==> config.mk <==
export PLATFORM = sky130hd
export DESIGN_NAME = lfci_ctrl
export DESIGN_NICKNAME = d
export VERILOG_FILES = /design/src/sv/lfci_pkg.sv /design/src/sv/lfci_ctrl.sv
export SDC_FILE = /design/constraint.sdc
export NUM_CORES = 1
export LEC_CHECK = 0
export BUFFER_PORTS_ARGS = -buffer_cell sky130_fd_sc_hd__buf_2
export CAP_MARGIN = 25
export CELL_PAD_IN_SITES_DETAIL_PLACEMENT = 2
export CELL_PAD_IN_SITES_GLOBAL_PLACEMENT = 2
export CORE_UTILIZATION = 28
export CTS_CLUSTER_DIAMETER = 120
export CTS_CLUSTER_SIZE = 30
export DETAILED_ROUTE_END_ITERATION = 16
export PLACE_DENSITY = 0.74
export SLEW_MARGIN = 20
export SYNTH_ARGS = -nofsm -noshare
export SYNTH_HDL_FRONTEND = slang
export SYNTH_SLANG_ARGS = --single-unit
export TNS_END_PERCENT = 30
==> constraint.sdc <==
create_clock -name i_clk -period 2.5 [get_ports i_clk]
set_input_delay 0.25 -clock i_clk [delete_from_list [all_inputs] [get_ports i_clk]]
set_output_delay 0.25 -clock i_clk [all_outputs]
set_load 0.02 [all_outputs]
==> src/sv/lfci_pkg.sv <==
package lfci_pkg;

    localparam int MAX_POINTS  = 256;
    localparam int LOG_N       = 64;
    localparam int PTR_W       = $clog2(MAX_POINTS);
    localparam int CNT_W       = $clog2(MAX_POINTS + 1);
    localparam int FREQ_W      = 24;
    localparam int DB_W        = 16;
    localparam int ACT_W       = 2;
    localparam int ST_W        = 2;
    localparam int LOG_BITS    = $clog2(LOG_N);
    localparam int TIDX_W      = $clog2(LOG_N + 1);
    localparam int TAB_W       = 17;
    localparam int MANT_W      = FREQ_W - 1;
    localparam int EXP_W       = 5;
    localparam int LOGV_W      = 21;
    localparam int PROD_W      = TAB_W + MANT_W;
    localparam int MAG_W       = DB_W;
    localparam int DIVS_W      = LOGV_W;
    localparam int DIVD_W      = MAG_W + LOGV_W + 1;
    localparam int DIVC_W      = $clog2(DIVD_W);
    localparam int QUO_W       = DB_W + 1;
    localparam int IN_TDATA_W  = 56;
    localparam int OUT_TDATA_W = 32;
    localparam int ENTRY_W     = FREQ_W + DB_W;

    typedef enum logic [ACT_W-1:0] {
        ACT_CLEAR  = 2'd0,
        ACT_APPEND = 2'd1,
        ACT_QUERY  = 2'd2,
        ACT_UNUSED = 2'd3
    } t_action;

    typedef enum logic [ST_W-1:0] {
        ST_OK     = 2'd0,
        ST_EMPTY  = 2'd1,
        ST_REJECT = 2'd2,
        ST_FULL   = 2'd3
    } t_status;

    typedef enum logic [2:0] {
        RES_ZERO,
        RES_FULL,
        RES_REJECT,
        RES_EMPTY,
        RES_RD_GAIN,
        RES_LOW_GAIN,
        RES_INTERP
    } t_res;

    typedef enum logic [2:0] {
        RD_FIRST,
        RD_LAST,
        RD_MID,
        RD_LOWER,
        RD_UPPER
    } t_rd_sel;

    typedef enum logic [1:0] {
        LOG_LOW,
        LOG_HIGH,
        LOG_QUERY
    } t_log_sel;

    typedef struct packed {
        logic     load;
        logic     clear_cnt;
        logic     append;
        logic     rd_en;
        t_rd_sel  rd_sel;
        logic     bs_init;
        logic     bs_step;
        logic     cap_low;
        logic     cap_high;
        logic     log_start;
        logic     log_cap;
        t_log_sel log_sel;
        logic     span_calc;
        logic     mul;
        logic     div_start;
        logic     res_load;
        t_res     res_sel;
        logic     push;
    } t_cmd;

    typedef struct packed {
        t_action action;
        logic    count_zero;
        logic    full;
        logic    freq_zero;
        logic    not_asc;
        logic    le_rd;
        logic    ge_rd;
        logic    bs_lt;
        logic    span_nonpos;
        logic    log_done;
        logic    div_done;
        logic    out_free;
    } t_stat;

    typedef logic [TAB_W-1:0] t_log_tab [0:LOG_N];

    // Table of floor(log2(1 + k/N) * 2^16), built bit by bit by repeated squaring.
    function automatic t_log_tab f_log_tab();
        t_log_tab   t;
        logic [63:0] x;
        logic [TAB_W-1:0] acc;
        for (int k = 0; k < LOG_N; k++) begin
            x   = (64'(LOG_N + k) << 30) / 64'(LOG_N);
            acc = '0;
            for (int b = 15; b >= 0; b--) begin
                x = (x * x) >> 30;
                if (x >= 64'h8000_0000) begin
                    x = x >> 1;
                    acc[b] = 1'b1;
                end
            end
            t[k] = acc;
        end
        t[LOG_N] = TAB_W'(65536);
        return t;
    endfunction

    localparam t_log_tab LOG_TAB = f_log_tab();

endpackage

==> src/sv/lfci_ctrl.sv <==
module lfci_ctrl
    import lfci_pkg::*;
(
    input  logic  i_clk,
    input  logic  i_rst_n,
    input  logic  i_in_valid,
    output logic  o_in_ready,
    input  t_stat i_stat,
    output t_cmd  o_cmd
);

    typedef enum logic [14:0] {
        S_IDLE      = 15'b000000000000001,
        S_DECODE    = 15'b000000000000010,
        S_Q_CHK0    = 15'b000000000000100,
        S_Q_CHKN    = 15'b000000000001000,
        S_BS_RD     = 15'b000000000010000,
        S_BS_CMP    = 15'b000000000100000,
        S_RD_UPPER  = 15'b000000001000000,
        S_CAP_UPPER = 15'b000000010000000,
        S_LOG_LOW   = 15'b000000100000000,
        S_LOG_HIGH  = 15'b000001000000000,
        S_LOG_QUERY = 15'b000010000000000,
        S_SPAN      = 15'b000100000000000,
        S_MUL       = 15'b001000000000000,
        S_DIV       = 15'b010000000000000,
        S_OUT       = 15'b100000000000000
    } t_state;

    t_state r_state;
    t_state n_state;
    logic   r_div_go;
    logic   n_div_go;

    always_comb begin
        n_state    = r_state;
        n_div_go   = 1'b0;
        o_cmd      = '0;
        o_in_ready = 1'b0;
        case (r_state)
            S_IDLE: begin
                o_in_ready = 1'b1;
                if (i_in_valid) begin
                    o_cmd.load = 1'b1;
                    n_state    = S_DECODE;
                end
            end
            S_DECODE: begin
                o_cmd.res_sel = RES_ZERO;
                n_state       = S_OUT;
                case (i_stat.action)
                    ACT_CLEAR: begin
                        o_cmd.clear_cnt = 1'b1;
                        o_cmd.res_load  = 1'b1;
                    end
                    ACT_APPEND: begin
                        o_cmd.res_load = 1'b1;
                        if (i_stat.full) begin
                            o_cmd.res_sel = RES_FULL;
                        end else if (i_stat.freq_zero || i_stat.not_asc) begin
                            o_cmd.res_sel = RES_REJECT;
                        end else begin
                            o_cmd.append = 1'b1;
                        end
                    end
                    ACT_QUERY: begin
                        if (i_stat.count_zero) begin
                            o_cmd.res_load = 1'b1;
                            o_cmd.res_sel  = RES_EMPTY;
                        end else begin
                            o_cmd.rd_en  = 1'b1;
                            o_cmd.rd_sel = RD_FIRST;
                            n_state      = S_Q_CHK0;
                        end
                    end
                    default: begin
                        o_cmd.res_load = 1'b1;
                    end
                endcase
            end
            S_Q_CHK0: begin
                if (i_stat.le_rd) begin
                    o_cmd.res_load = 1'b1;
                    o_cmd.res_sel  = RES_RD_GAIN;
                    n_state        = S_OUT;
                end else begin
                    o_cmd.rd_en  = 1'b1;
                    o_cmd.rd_sel = RD_LAST;
                    n_state      = S_Q_CHKN;
                end
            end
            S_Q_CHKN: begin
                if (i_stat.ge_rd) begin
                    o_cmd.res_load = 1'b1;
                    o_cmd.res_sel  = RES_RD_GAIN;
                    n_state        = S_OUT;
                end else begin
                    o_cmd.bs_init = 1'b1;
                    n_state       = S_BS_RD;
                end
            end
            S_BS_RD: begin
                o_cmd.rd_en = 1'b1;
                if (i_stat.bs_lt) begin
                    o_cmd.rd_sel = RD_MID;
                    n_state      = S_BS_CMP;
                end else begin
                    o_cmd.rd_sel = RD_LOWER;
                    n_state      = S_RD_UPPER;
                end
            end
            S_BS_CMP: begin
                o_cmd.bs_step = 1'b1;
                n_state       = S_BS_RD;
            end
            S_RD_UPPER: begin
                o_cmd.cap_low   = 1'b1;
                o_cmd.log_start = 1'b1;
                o_cmd.log_sel   = LOG_LOW;
                n_state         = S_LOG_LOW;
            end
            S_LOG_LOW: begin
                o_cmd.log_sel = LOG_LOW;
                if (i_stat.log_done) begin
                    o_cmd.log_cap = 1'b1;
                    o_cmd.rd_en   = 1'b1;
                    o_cmd.rd_sel  = RD_UPPER;
                    n_state       = S_CAP_UPPER;
                end
            end
            S_CAP_UPPER: begin
                o_cmd.cap_high  = 1'b1;
                o_cmd.log_start = 1'b1;
                o_cmd.log_sel   = LOG_HIGH;
                n_state         = S_LOG_HIGH;
            end
            S_LOG_HIGH: begin
                o_cmd.log_sel = LOG_HIGH;
                if (i_stat.log_done) begin
                    o_cmd.log_cap = 1'b1;
                    n_state       = S_LOG_QUERY;
                    n_div_go      = 1'b1;
                end
            end
            S_LOG_QUERY: begin
                o_cmd.log_sel = LOG_QUERY;
                if (r_div_go) begin
                    o_cmd.log_start = 1'b1;
                end else if (i_stat.log_done) begin
                    o_cmd.log_cap = 1'b1;
                    n_state       = S_SPAN;
                end
            end
            S_SPAN: begin
                o_cmd.span_calc = 1'b1;
                n_state         = S_MUL;
            end
            S_MUL: begin
                if (i_stat.span_nonpos) begin
                    o_cmd.res_load = 1'b1;
                    o_cmd.res_sel  = RES_LOW_GAIN;
                    n_state        = S_OUT;
                end else begin
                    o_cmd.mul = 1'b1;
                    n_state   = S_DIV;
                    n_div_go  = 1'b1;
                end
            end
            S_DIV: begin
                if (r_div_go) begin
                    o_cmd.div_start = 1'b1;
                end else if (i_stat.div_done) begin
                    o_cmd.res_load = 1'b1;
                    o_cmd.res_sel  = RES_INTERP;
                    n_state        = S_OUT;
                end
            end
            S_OUT: begin
                if (i_stat.out_free) begin
                    o_cmd.push = 1'b1;
                    n_state    = S_IDLE;
                end
            end
            default: begin
                n_state = S_IDLE;
            end
        endcase
    end

    always_ff @(posedge i_clk) begin
        if (!i_rst_n) begin
            r_state  <= S_IDLE;
            r_div_go <= 1'b0;
        end else begin
            r_state  <= n_state;
            r_div_go <= n_div_go;
        end
    end

endmodule
# Word-level counts from Yosys, hierarchy flattened
# Index checks and enable logic that the tools add are counted.
[classes]
eq_ne = 25
muxes = 58
reduce_logical = 6
[ops]
columns = ["operator", "count"]
rows = [
  ["case mux 15 bit (15 select lines)", 1],
  ["two-way mux 15 bit", 13],
  ["two-way mux 4 bit", 10],
  ["two-way mux 1 bit", 23],
  ["case mux 4 bit (5 select lines)", 1],
  ["inequality test 2 bit, second input constant", 8],
  ["case mux 4 bit (4 select lines)", 1],
  ["== test 15 x 1 -> 1 bit, second input constant", 1],
  ["== test 15 x 10 -> 1 bit, second input constant", 1],
  ["== test 15 x 11 -> 1 bit, second input constant", 1],
  ["== test 15 x 12 -> 1 bit, second input constant", 1],
  ["== test 15 x 13 -> 1 bit, second input constant", 1],
  ["== test 15 x 14 -> 1 bit, second input constant", 1],
  ["== test 15 bit, second input constant", 1],
  ["== test 15 x 2 -> 1 bit, second input constant", 1],
  ["== test 15 x 3 -> 1 bit, second input constant", 1],
  ["== test 15 x 4 -> 1 bit, second input constant", 1],
  ["== test 15 x 5 -> 1 bit, second input constant", 1],
  ["== test 15 x 6 -> 1 bit, second input constant", 1],
  ["== test 15 x 7 -> 1 bit, second input constant", 1],
  ["== test 15 x 8 -> 1 bit, second input constant", 1],
  ["== test 15 x 9 -> 1 bit, second input constant", 1],
  ["AND reduction 8 bit", 1],
  ["two-way mux 7 bit", 1],
  ["other kinds (9)", 15],
]
[word_totals]
inputBits = 16
register_bits = 16
out_inout_bits = 24
wordCells = 91

# Logic depth before layout (Yosys ltp)
# Gate-level depths: netlist (run 1).
[logic_depth]
depth_word = 5
ltp_mapped = 8
mapped_depth_nobuf = 6

# Worst setup path after synthesis (run 1)
# OpenSTA, ideal clock, no wires.
[synth_timing]
path_type = "register to output"
start = "register r_state[8]"
end = "output o_cmd[20] in the netlist's numbering"
t_arrival_ps = 2140
slack_ps = 110
stages_incl_launch_ff = 6
n_path_buf = 1
t_required_ps = 2250
path_cell_list = "dfxtp_1 > buf_6 > nor4_4 > nand3b_1 > nor4_2 > nor4b_1"
[synth_rtl]
columns = ["element", "line", "text"]
rows = [
  ["start: declaration", "lfci_ctrl.sv:30", "t_state r_state;"],
  ["start signal: assignment", "lfci_ctrl.sv:195", "r_state <= n_state;"],
  ["end: declaration", "lfci_ctrl.sv:9", "output t_cmd o_cmd"],
]

==> metrics, run 1 <==
status complete, no violations; RSZ-0062 raised after global routing true; clk_lat worst skew 250 ps; WHS 250 ps; first-pass GRT wire length 7.82 mm; met3 Resource Use GR 1.99%; CP required 2250 ps; Leak 0.817 nW; Synth Register Bits 16; met2 usage 36.5%; FF-to-FF End r_state[10]; sequential element share of the synthesized area 24.1%; Seq pwr share 29.4%; cell internal pwr 0.000664 W; DRT Wirelength 5.00 mm; layout cells sized above 1 35.9%; gpl congestion 0.792; worst hold stages 3; R2R depth 8; ANT cells 0; Reg clk slew, reported paths 70 ps; largest net degree at the start of global routing 11; Synth Flop Type dfxtp_1; WL/cell 18.2 um; Area Overhead vs Synth 32.5%; Final Hold Viols 0; IO Port Bufs 39; vias per cell 5.49; pwr dens 668 nW/um2; CTS tree built; worst ir drop on vdd 0.260 mV; Num CTS Buffers 3; core region area 4470 um2; worst path buffer plus inverter count 3; asr flop ratio synth 0%; logic gate share of total power 53.6%; Synth cell types 47; # H-tree levels 1; Antenna Nets Post-Route 0; max_cap viols 0; critical path, cell by cell nor4_4 > buf_4 > nand3b_1 > nor4_2 > buf_4 > nand3b_1 > nand4b_1 > buf_2; Synth Instances 173; Hold WC Path Type input port to flop; Final Max Tran Viols 0; die area 5030 um2; Slew HR 67.5%; Crit Path Category flop to output pin; Initial Utilization 29.7%; Worst Tran Pin Value 483 ps; area of the mapped netlist 1330 um2; DRT Pass-1 Iters 6; initial antenna violation count 0; global-route track usage on met1 24.6%; vias post-DR 1509; Placed Instances 264; Syn Area/Cell 7.69 um2; Sw Share 43.6%; # IOs 40; final setup fails 0; Congestion Overflow GR 0; Core Rows 24; critical path peak fanout 9; Nets 244; Final Cycle Share 96.2%; final std cells w/o fill 275; arrival time worst endpoint 2150 ps; CTS sink count 16; Die Width 70.9 um; fmax 416 MHz; Final Util 39.4%; EDFF count, synth 0; Startpoint Class flop; critical register-to-register path startpoint r_state[8]; DP Wirelength 3.92 mm; Setup TNS 0 ps; total track usage 20.0%; GRT busiest layer met2; Die Height 70.9 um; Worst path max stage delay 410 ps; drt drc 0; Synth Warn # 0; Initial DRC Count 47; critical path's slowest cell nor4_4; Max Buffers Root-to-Sink 2; Hold Path End r_state[5]; Worst Skew 2.30 ps; Worst Setup End Kind output pin; CTS hold repair buffers 0; clk root buf clkbuf_8; syn nets 192; vias in the first global route 1569; hold path start i_stat[4]; Period minus WS final 2400 ps; kind of cell adding the most delay to the critical path simple AND/OR/NAND/NOR gates; clock group share of total power 17.0%; CP Launch Point r_state[8]; reg-to-reg slack, setup 210 ps; Psw 0.000513 W
## cell usage in the layout, fill, tap and decap left out, drive strengths merged, types with 2 or more instances in the layout
master / instances
buf: 54
nor2: 26
nand2: 16
dfxtp: 16
inv: 12
nor3: 9
a21oi: 8
nor4: 8
nand2b: 7
o21ai: 7
nand3: 7
nand4b: 4
nor3b: 4
nor2b: 3
ha: 3
clkbuf: 3
and3: 3
and4: 2
nand3b: 2
a31o: 2
o22ai: 2
a311o: 2
and2: 2
xor2: 2
o21a: 2
or3: 2
## flip-flops by register name (all words and copies together), names as in the netlist
| register | cells |
|---|---|
| r_state | 15 |
| r_div_go | 1 |
## layout make-up
type | instances | area, um2
Sequential cell | 16 | 325
Timing Repair Buffer | 54 | 318
Inverter | 12 | 45.0
Multi-Input combinational cell | 138 | 967
Fill cell | 542 | 2710
Tap cell | 52 | 65.1
Clock buffer | 3 | 41.3
## power groups by stage
stage               Clock [W]  Sequential, W  Combinational (W)
finish               0.000200       0.000346           0.000631
detailed placement          0       0.000346           0.000561
floorplan                   0       0.000320           0.000401
global route         0.000216       0.000350           0.000688
global placement            0       0.000338           0.000548
CTS                  0.000207       0.000344           0.000574
## layer usage
| metal | routed length (um) | part of all wire (%) | vias up |
|---|---|---|---|
| li1 | - | - | 722 |
| met1 | 2150 | 43 | 735 |
| met2 | 2560 | 51 | 42 |
| met3 | 187 | 3.7 | 10 |
| met4 | 110 | 2.2 | 0 |
| met5 | 0 | 0 | - |
## worst max-delay path by stage
stage / to / cells after the start / slack (ps)
after floorplan: o_cmd[20] / 5 / 110
after global placement: o_cmd[19] / 6 / 260
after detailed placement: o_cmd[20] / 7 / 170
after CTS: o_cmd[20] / 7 / 10
after global routing: o_cmd[19] / 7 / -30
final: o_cmd[19] / 8 / 100
## worst reg2reg max path: cells and delay by family, from the launching register on
| kind | cells | cell delay [ps] |
|---|---|---|
| flip-flops | 1 | 380 |
| AO/OA/AOI/OAI | 1 | 220 |
| AND/OR/NAND/NOR | 4 | 900 |
| buffers and inverters | 2 | 380 |
| multiplexers | 1 | 350 |
## cells by family (layout without fill, tap and decap cells)
group,after synthesis,after routing,share of synthesized area (%)
xor+xnor,3,3,1.98
compound gates,30,30,16.7
fa+ha+maj,3,3,2.82
buf+inv,19,69,7.43
flops,16,16,24.1
mux,2,2,1.60
simple gates,100,100,45.3
## cells in the mapped netlist, types with 2 or more instances
master | count | area share [%]
xor2_1 | 2 | 1.3
o21a_1 | 2 | 1.1
ha_1 | 3 | 2.8
nor3_1 | 9 | 3.4
and3_1 | 3 | 1.4
nand4b_1 | 4 | 2.6
dfxtp_1 | 16 | 24
a311o_1 | 2 | 1.5
inv_1 | 12 | 3.4
o22ai_1 | 2 | 0.94
nor3b_2 | 2 | 1.9
o21ai_0 | 7 | 2.6
a31o_2 | 2 | 1.3
nand3_1 | 6 | 2.3
buf_6 | 3 | 2.5
nor4_4 | 2 | 3.2
and4_1 | 2 | 1.3
nand2_1 | 16 | 4.5
nor4_1 | 5 | 2.4
buf_2 | 4 | 1.5
nand3b_1 | 2 | 1.1
and2_1 | 2 | 0.94
nor2b_1 | 3 | 1.4
a21oi_1 | 7 | 2.6
or3_1 | 2 | 0.94
nand2b_1 | 7 | 3.3
nor2_1 | 26 | 7.3
## stage by stage
stage                     setup WS [ps]  instance area, um2  power [W]
after floorplan                     110                1330   0.000721
after global placement              255                1590   0.000886
after detailed placement            170                1590   0.000907
after CTS                          9.59                1660    0.00112
after global routing              -34.3                1760    0.00125
final                              95.7                1760    0.00118
## timing repair
action | 4_1_cts | 5_1_grt
setup buffers | 2 | 6
endpoints found under the setup margin | 4 | 7
gates resized for setup | 4 | 14
pin swaps | 1 | 4
Power figures use the tool's default switching activity.
==> run 2: changes to the inputs <==
- CORE_UTILIZATION: 28 -> 30
- PLACE_DENSITY: 0.74 -> 0.79
- clock period: 2.5 -> 2.9 ns (I/O delays scaled with it)
==> run 2 against run 1 <==
  * Sequential cell count stayed put
  * Clock-buffer cell count is 1 higher
  * Non-clock buffer count is 12 lower
  * Sequential power is 15% lower
  * Largest power group unchanged
  * Clock skew is 3.2 ps higher
  * Critical endpoint unchanged
  * First-iteration DRC count is 26% lower
==> metrics, run 2 (synthesis gave the netlist of run 1 again) <==
Leak 0.755 nW (-7.6%); critical path peak fanout 11 (+2); Startpoint Class flop; vias in the first global route 1513 (-3.6%); Worst Tran Pin Value 524 ps (+40.4 ps); met1 WL 2.24 mm (+4.6%); Worst path max stage delay 430 ps (+20 ps); DRT Wirelength 4.97 mm (-0.74%); Antenna Nets Post-Route 0 (unchanged); arrival time worst endpoint 2400 ps (+250 ps); worst path buffer plus inverter count 2 (-1); Worst Skew 5.52 ps (+3.22 ps); clk_lat worst skew 260 ps (about the same); gpl congestion 0.863 (+8.9%); DRT Pass-1 Iters 4 (-2); largest net degree at the start of global routing 12 (+1); max_cap viols 0 (unchanged); Die Width 68.6 um (-3.3%); drt drc 0 (unchanged); Slew HR 64.8% (-2.7 points); layout cells sized above 1 28.8% (-7.1 points); cell internal pwr 0.000545 W (-18%); vias post-DR 1467 (-2.8%); Die Height 68.6 um (-3.3%); fmax 371 MHz; routed length on met3 196 um (+4.8%); core region area 4120 um2 (-8.0%); Seq pwr share 30.0% (+0.6 points); largest register by flop count r_state; Psw 0.000431 W (-16%); Largest regs r_state: 15 flops, r_div_go: 1 flops; kind of cell adding the most delay to the critical path simple AND/OR/NAND/NOR gates; status complete, no violations; top layer in use met4; Core Rows 23 (-4.2%); post-route cell area 1630 um2 (-7.7%); Tot Pwr 0.000976 W (-17%); total track usage 23.2% (+3.2 points); Final Cycle Share 92.9%; IO Port Bufs 39 (unchanged); first-pass GRT wire length 7.82 mm (unchanged); Max Buffers Root-to-Sink 2 (unchanged); area of placed instances 1540 um2 (-3.0%); Final Hold Viols 0 (unchanged); Nets 232 (-4.9%); Hold WC Path Type input port to flop; Final Util 39.5% (+0.12 points); CTS tree built; commonest non-fill, non-tap cell in the layout buf_2; reg-to-reg slack, setup 620 ps (+410 ps); commonest cells after routing, fill and taps aside buf_2 (39), nor2_1 (26), nand2_1 (16), dfxtp_1 (16), inv_1 (12); # IOs 40 (unchanged); vias per cell 5.60 (+2.0%); critical path, cell by cell nor3_1 > nand3_1 > nor3b_2 > buf_4 > and4b_1 > nand2_1 > nand4b_1 > buf_2; # H-tree levels 1 (unchanged); initial antenna violation count 0 (unchanged); Final Max Tran Viols 0 (unchanged); Reg clk slew, reported paths 70 ps (about the same); CP required 2610 ps (+360 ps); Congestion Overflow GR 0 (unchanged); DP Wirelength 3.90 mm (-0.51%); Num CTS Buffers 3 (unchanged); Worst Setup End Kind output pin; final setup fails 0 (unchanged); WL met2 2.40 mm (-6.1%); worst ir drop on vdd 0.178 mV (-32%); Period minus WS final 2690 ps; ANT cells 0 (unchanged); Setup TNS 0 ps (unchanged); clock group share of total power 21.3% (+4.3 points); die area 4700 um2 (-6.5%); critical path's slowest cell dfxtp_1; Initial DRC Count 35 (-26%); CTS sink count 16 (unchanged); WL/cell 19.0 um (+4.2%); Sw Share 44.1% (+0.51 points); Initial Utilization 32.3% (+2.6 points); clk root buf clkbuf_8; max reg flops 15 (unchanged); logic gate share of total power 48.7% (-4.9 points); Area Overhead vs Synth 22.2%; pwr dens 600 nW/um2 (-10%); Crit Path Category flop to output pin
-- run 2: routing by layer --
layer | track usage, % | vias to the layer above
met5 | 0 | -
met4 | 9.64 | 0
met3 | 2.96 | 8
met2 | 40.3 | 43
met1 | 28.5 | 720
li1 | - | 696
-- run 2: path summary, 6_finish.rpt --
check | startpoint | to | depth (start not counted)
max | r_state[13] | o_cmd[19] | 8
min | i_stat[4] | r_state[5] | 3
max reg2reg | r_state[7] | r_state[4] | 7
min reg2reg | r_state[9] | r_state[9] | 2
-- run 2: worst reg2reg max path, stage by stage, from the launching register on --
cell     delay (ps)
dfxtp_1         580
nor2_1          160
nand3_1         330
nor3b_2          80
buf_4           170
a211o_4         380
or2_4           310
o21ba_4         230
-- run 2: final cells by class --
cell class,count,area [um2]
Timing Repair Buffer,42,218
Sequential cell,16,320
Inverter,12,45.0
Clock buffer,4,55.1
Tap cell,50,62.6
Fill cell,505,2490
Multi-Input combinational cell,138,925
-- run 2: through the flow --
step                instances  worst slack (ps)  hold WS, ps
global route              262             -14.3          304
detailed placement        256               361          554
global placement          256               437          547
floorplan                 173               470          408
CTS                       260              21.9          294
finish                    262               207          301
-- run 2: power by group through the flow --
stage	clock, W	sequential (W)	combinational (W)
final	0.000208	0.000293	0.000475
after global routing	0.000219	0.000298	0.000520
after CTS	0.000213	0.000292	0.000470
after detailed placement	0	0.000296	0.000463
after global placement	0	0.000293	0.000447
after floorplan	0	0.000276	0.000346
-- run 2: timing repair --
item	in CTS	in global routing
setup endpoints to repair	0	6
setup buffers	0	2
resized for setup	0	2
hold buffers	0	0
